===== config.mk =====
export PLATFORM = sky130hd
export DESIGN_NAME = amt_ram
export DESIGN_NICKNAME = d
export VERILOG_FILES = /design/src/rtl/amt_ram.sv
export SDC_FILE = /design/constraint.sdc
export NUM_CORES = 2
export LEC_CHECK = 0
export ABC_AREA = 1
export CORE_MARGIN = 4
export CORE_UTILIZATION = 41
export DETAILED_ROUTE_END_ITERATION = 8
export DONT_BUFFER_PORTS = 1
export GPL_TIMING_DRIVEN = 0
export PLACE_DENSITY_LB_ADDON = 0.05
export RECOVER_POWER = 100
export SETUP_SLACK_MARGIN = 0.02
export SYNTH_ARGS = -nofsm -noshare
export SYNTH_HDL_FRONTEND = slang
export SYNTH_SLANG_ARGS = --single-unit
export TNS_END_PERCENT = 5

===== constraint.sdc =====
create_clock -name clk -period 4.73 [get_ports clk]
set_input_delay 0.473 -clock clk [delete_from_list [all_inputs] [get_ports clk]]
set_output_delay 0.473 -clock clk [all_outputs]
set_load 0.005 [all_outputs]

===== src/rtl/amt_ram.sv =====
module amt_ram #(
	parameter int WIDTH = 8,
	parameter int DEPTH = 256,
	parameter int AW    = (DEPTH > 1) ? $clog2(DEPTH) : 1
) (
	input  logic             clk,
	input  logic             we,
	input  logic [AW-1:0]    waddr,
	input  logic [WIDTH-1:0] wdata,
	input  logic [AW-1:0]    raddr,
	output logic [WIDTH-1:0] rdata
);

	logic [WIDTH-1:0] mem [DEPTH];

	always_ff @(posedge clk) begin
		if (we) begin
			mem[waddr] <= wdata;
		end
		rdata <= mem[raddr];
	end

endmodule


---- Word level (Yosys, flattened, before mapping) ----
Memories as Yosys holds them, arrays and structs flattened. A register that Yosys moved wholly into a read port is not among the register bits.
Index checks and enable logic that the tools add are counted.
word-level totals
  flip-flop bits (word level) ............. 0
  memory bits (writable) .................. 2048
  bits of input ports ..................... 26
  output and inout bits ................... 8
  word-level logic and storage cells ...... 3
  memories ................................ 1
memory list
  memory  words  width  rd ports  clocked after memory_dff  write ports  line  source
  mem     256    8      1         1                         1            14    logic [WIDTH-1:0] mem [DEPTH];
cells by class
  multiplexer cells ....................... 2
operator list
  cell               count
  two-way mux 1 bit  2

---- Longest topological paths before layout ----
  word-level depth ........................ 2
  depth in mapped cells ................... 15
  gate-level depth less buffers ........... 11

---- Least setup slack after synthesis ----
OpenSTA, ideal clock, no wires.
  kind .................................... input-to-reg
  from .................................... input port we
  to ...................................... memory mem[162][0] (enable)
  setup time .............................. 370 ps
  data arrival time ....................... 1594 ps
  required time ........................... 4360 ps
  slack ................................... 2766 ps
  stages on the path ...................... 4
  path buffers ............................ 2
  cell sequence ........................... clkbuf_1 -> nand3_1 -> clkbuf_1 -> nor2_1
between the ends
  word-level cells in the longest chain between the ends .. 2
RTL lines
  what                                     line  source
  start, declared                          7     input logic we,
  two-way mux 1 bit                        17    if (we) begin
  two-way mux 1 bit (implied by the code)  18    mem[waddr] <= wdata;
  end, declared                            14
Every way passes these cells.

---- Final worst setup path ----
  from .................................... input port wdata[7]
  to ...................................... memory mem[78][7], data pin
RTL lines
  what             line  source
  start, declared  9     input logic [WIDTH-1:0] wdata,
No word-level cell before the write port.

==> flow_summary.yaml <==
power:
  power.switching_mw: 10.0
  powerDensity_nw_per_um2: 427
  comb_power_share: 0.075
  power.internal_mw: 30.1
  swShare: 0.250
  max-vdd-ir-drop_uv: 353
  seqPwrFrac: 0.502
  leakagePower_nw: 32.6
  clkPwrFrac: 0.422
setup_path:
  required_ns: 4.70
  start_kind: "input port"
  worst_path_max_delay_cell: "buf_2"
  worstSetupEndpointType: "register"
  cp_cell_sequence: "buf_2"
  critPathMaxFanout: 256
  slowest_delay_ns: 3.15
  path_class: "input port to register"
  cp_num_buf_inv: 1
  critPathTopFamily: "buffers and inverters"
  cp.arrival_ns: 4.06
final_layout:
  nets: 7281
  fillers: 18600
  drive_above_1_share: 0.0864
  area_delta_synth_final_pct: 12.6
  final_core_util: 0.464
clock_tree:
  path_clk_slew_ns: 0.06
  worstSkewPairLatency_ns: 0.90
  cts_resized: 0
  root_buffer: "clkbuf_16"
  htree_levels: 4
  holdBufCountCts: 8
  post_cts_buffers: 0
  cts_tree: "built"
  clk_path_buf_depth: 3
  clock_sinks: 2056
  cts_buffers: 217
place:
  gp_congestion: 1.03
  hpwl_um: 253000
  dp_slack_ns: 0.510
  portBuffers: 0
floorplan:
  die_w_um: 459
  die_area_um2: 211000
  num_rows: 165
  core_area_um2: 202000
  top_level_ports: 34
  start_util: 0.412
  die_h_um: 459
detailed_routing:
  viasPerCell: 6.03
  drt_iter0_markers: 9998
  drt-wirelength-per-cell_um: 37.1
  totalWireLength_um: 376000
  first_pass_iters: 8
  drc: 0
  vias: 61100
  drtAntennaViolNets: 0
logic_synthesis:
  yosysTopAreaCell: "edfxtp_1"
  synthTopCellsByArea: "edfxtp_1, nand3_1, nand2_1, buf_2, nor2_1"
  synth_async_sr_flop_share: 0
  yosysSeqAreaShare: 0.739
  syn-num-nets: 7029
  synthTopCellsByCount: "nand2_1, edfxtp_1, nand3_1"
  yosys_warnings: 0
  synth.most_common_cell: "nand2_1"
  synth_cell_types: 14
  synth_top_flop_cell: "edfxtp_1"
  ys_ff_latch: 2056
  synth_top_area_share: 0.737
  synth_area_per_cell_um2: 11.9
  synthCells: 7003
  synth_area_um2: 83400
  synth_enable_flop_cells: 2048
sta:
  holdWs_ns: 0.162
  fmax_mhz: 245
  fin_crit_ns: 4.09
  worst_slack_ns: 0.643
  setup_violations: 0
  slew_headroom: -2.28
  tightest_slew_ns: 4.93
  rsz0062_at_grt: "no"
  finalClockSkew_ns: 0.0545
  maxSlewViolCount: 2058
  final.period_utilization: 0.864
  finalHoldViolations: 0
global_routing:
  antenna_found_initial: 29
  first_global_vias: 55300
  grt.overflow.total: 0
  track_usage: 0.349
  grt_max_degree: 257
  grt_pass1_wl_um: 494000
run_status:
  outcome: "finished with violations"
  violations: "max-capacitance violations, max-slew violations"
run:
  cap_viol_max_count: 43
hold_path:
  hold_path.class: "input port to register"
-- final timing paths --
kind                             startpoint    endpoint  slack, ns  depth (start not counted)
worst max-delay path               wdata[7]  mem[78][7]       0.64                          1
worst min-delay path               raddr[7]    rdata[2]       0.16                          3
worst max register to register  mem[111][7]    rdata[7]       2.25                         10
worst min register to register   mem[12][4]    rdata[4]       1.32                         10
-- through the flow --
| stage | TNS, ns | instances | cell area, um^2 | power [mW] |
|---|---|---|---|---|
| floorplan | 0 | 7003 | 83400 | 21.7 |
| global placement | -1.22 | 9675 | 86700 | 23.0 |
| detailed placement | 0 | 9691 | 87000 | 23.0 |
| CTS | 0 | 10100 | 94100 | 40.0 |
| global route | 0 | 10100 | 93900 | 41.0 |
| finish | 0 | 10100 | 93900 | 40.1 |
-- flip-flops by register name, indices dropped and copies added, names as in the netlist --
register,flops
rdata,8
mem,2048
-- power groups by stage --
stage | Sequential, mW | Combinational (mW) | Clock, mW
detailed placement | 20.5 | 2.57 | 0
floorplan | 20.5 | 1.24 | 0
global route | 20.1 | 3.07 | 17.8
CTS | 20.1 | 2.91 | 17.0
finish | 20.2 | 3.02 | 16.9
global placement | 20.5 | 2.55 | 0
-- placed cells by master (no fill, tap or decap) --
cell type	count
nand2_1	2123
edfxtp_1	2048
nand3_1	2019
nor2_1	283
buf_2	269
clkbuf_16	217
clkbuf_1	182
clkinv_1	64
buf_4	46
buf_1	36
inv_1	36
clkinv_2	36
diode_2	21
buf_6	16
bufinv_16	16
clkbuf_2	9
dfxtp_1	8
clkinv_16	6
inv_6	5
clkbuf_4	5
clkbuf_8	4
clkinv_8	3
clkinvlp_4	3
inv_2	2
buf_8	2
buf_16	2
inv_4	1
inv_16	1
-- per-layer routing --
layer,vias to the layer above,wire length (um),track usage
met3,803,41500,0.0905
met5,-,204,0.00597
met2,3978,161000,0.510
met4,6,22700,0.179
li1,25400,-,-
met1,30900,150000,0.481
-- logic make-up (layout without fill, tap and decap cells) --
| logic type | Yosys count | count (layout) | synth area share |
|---|---|---|---|
| simple gates | 4425 | 4425 | 0.229 |
| flops | 2056 | 2056 | 0.739 |
| buf+inv | 522 | 961 | 0.0312 |
| other cells | 0 | 21 | 0 |
-- layout make-up --
class / instances / area [um^2] / share of cell area
Timing Repair Buffer: 33 / 205 / 0.00219
Clock inverter: 134 / 1220 / 0.0130
Antenna cell: 21 / 52.6 / 0.000560
Tap cell: 2672 / 3340 / 0.0356
Multi-Input combinational cell: 4425 / 19100 / 0.204
Clock buffer: 272 / 5680 / 0.0605
Sequential cell: 2056 / 61700 / 0.657
Buffer: 483 / 2460 / 0.0262
Inverter: 39 / 149 / 0.00159
(Power assumes the default switching activity.)
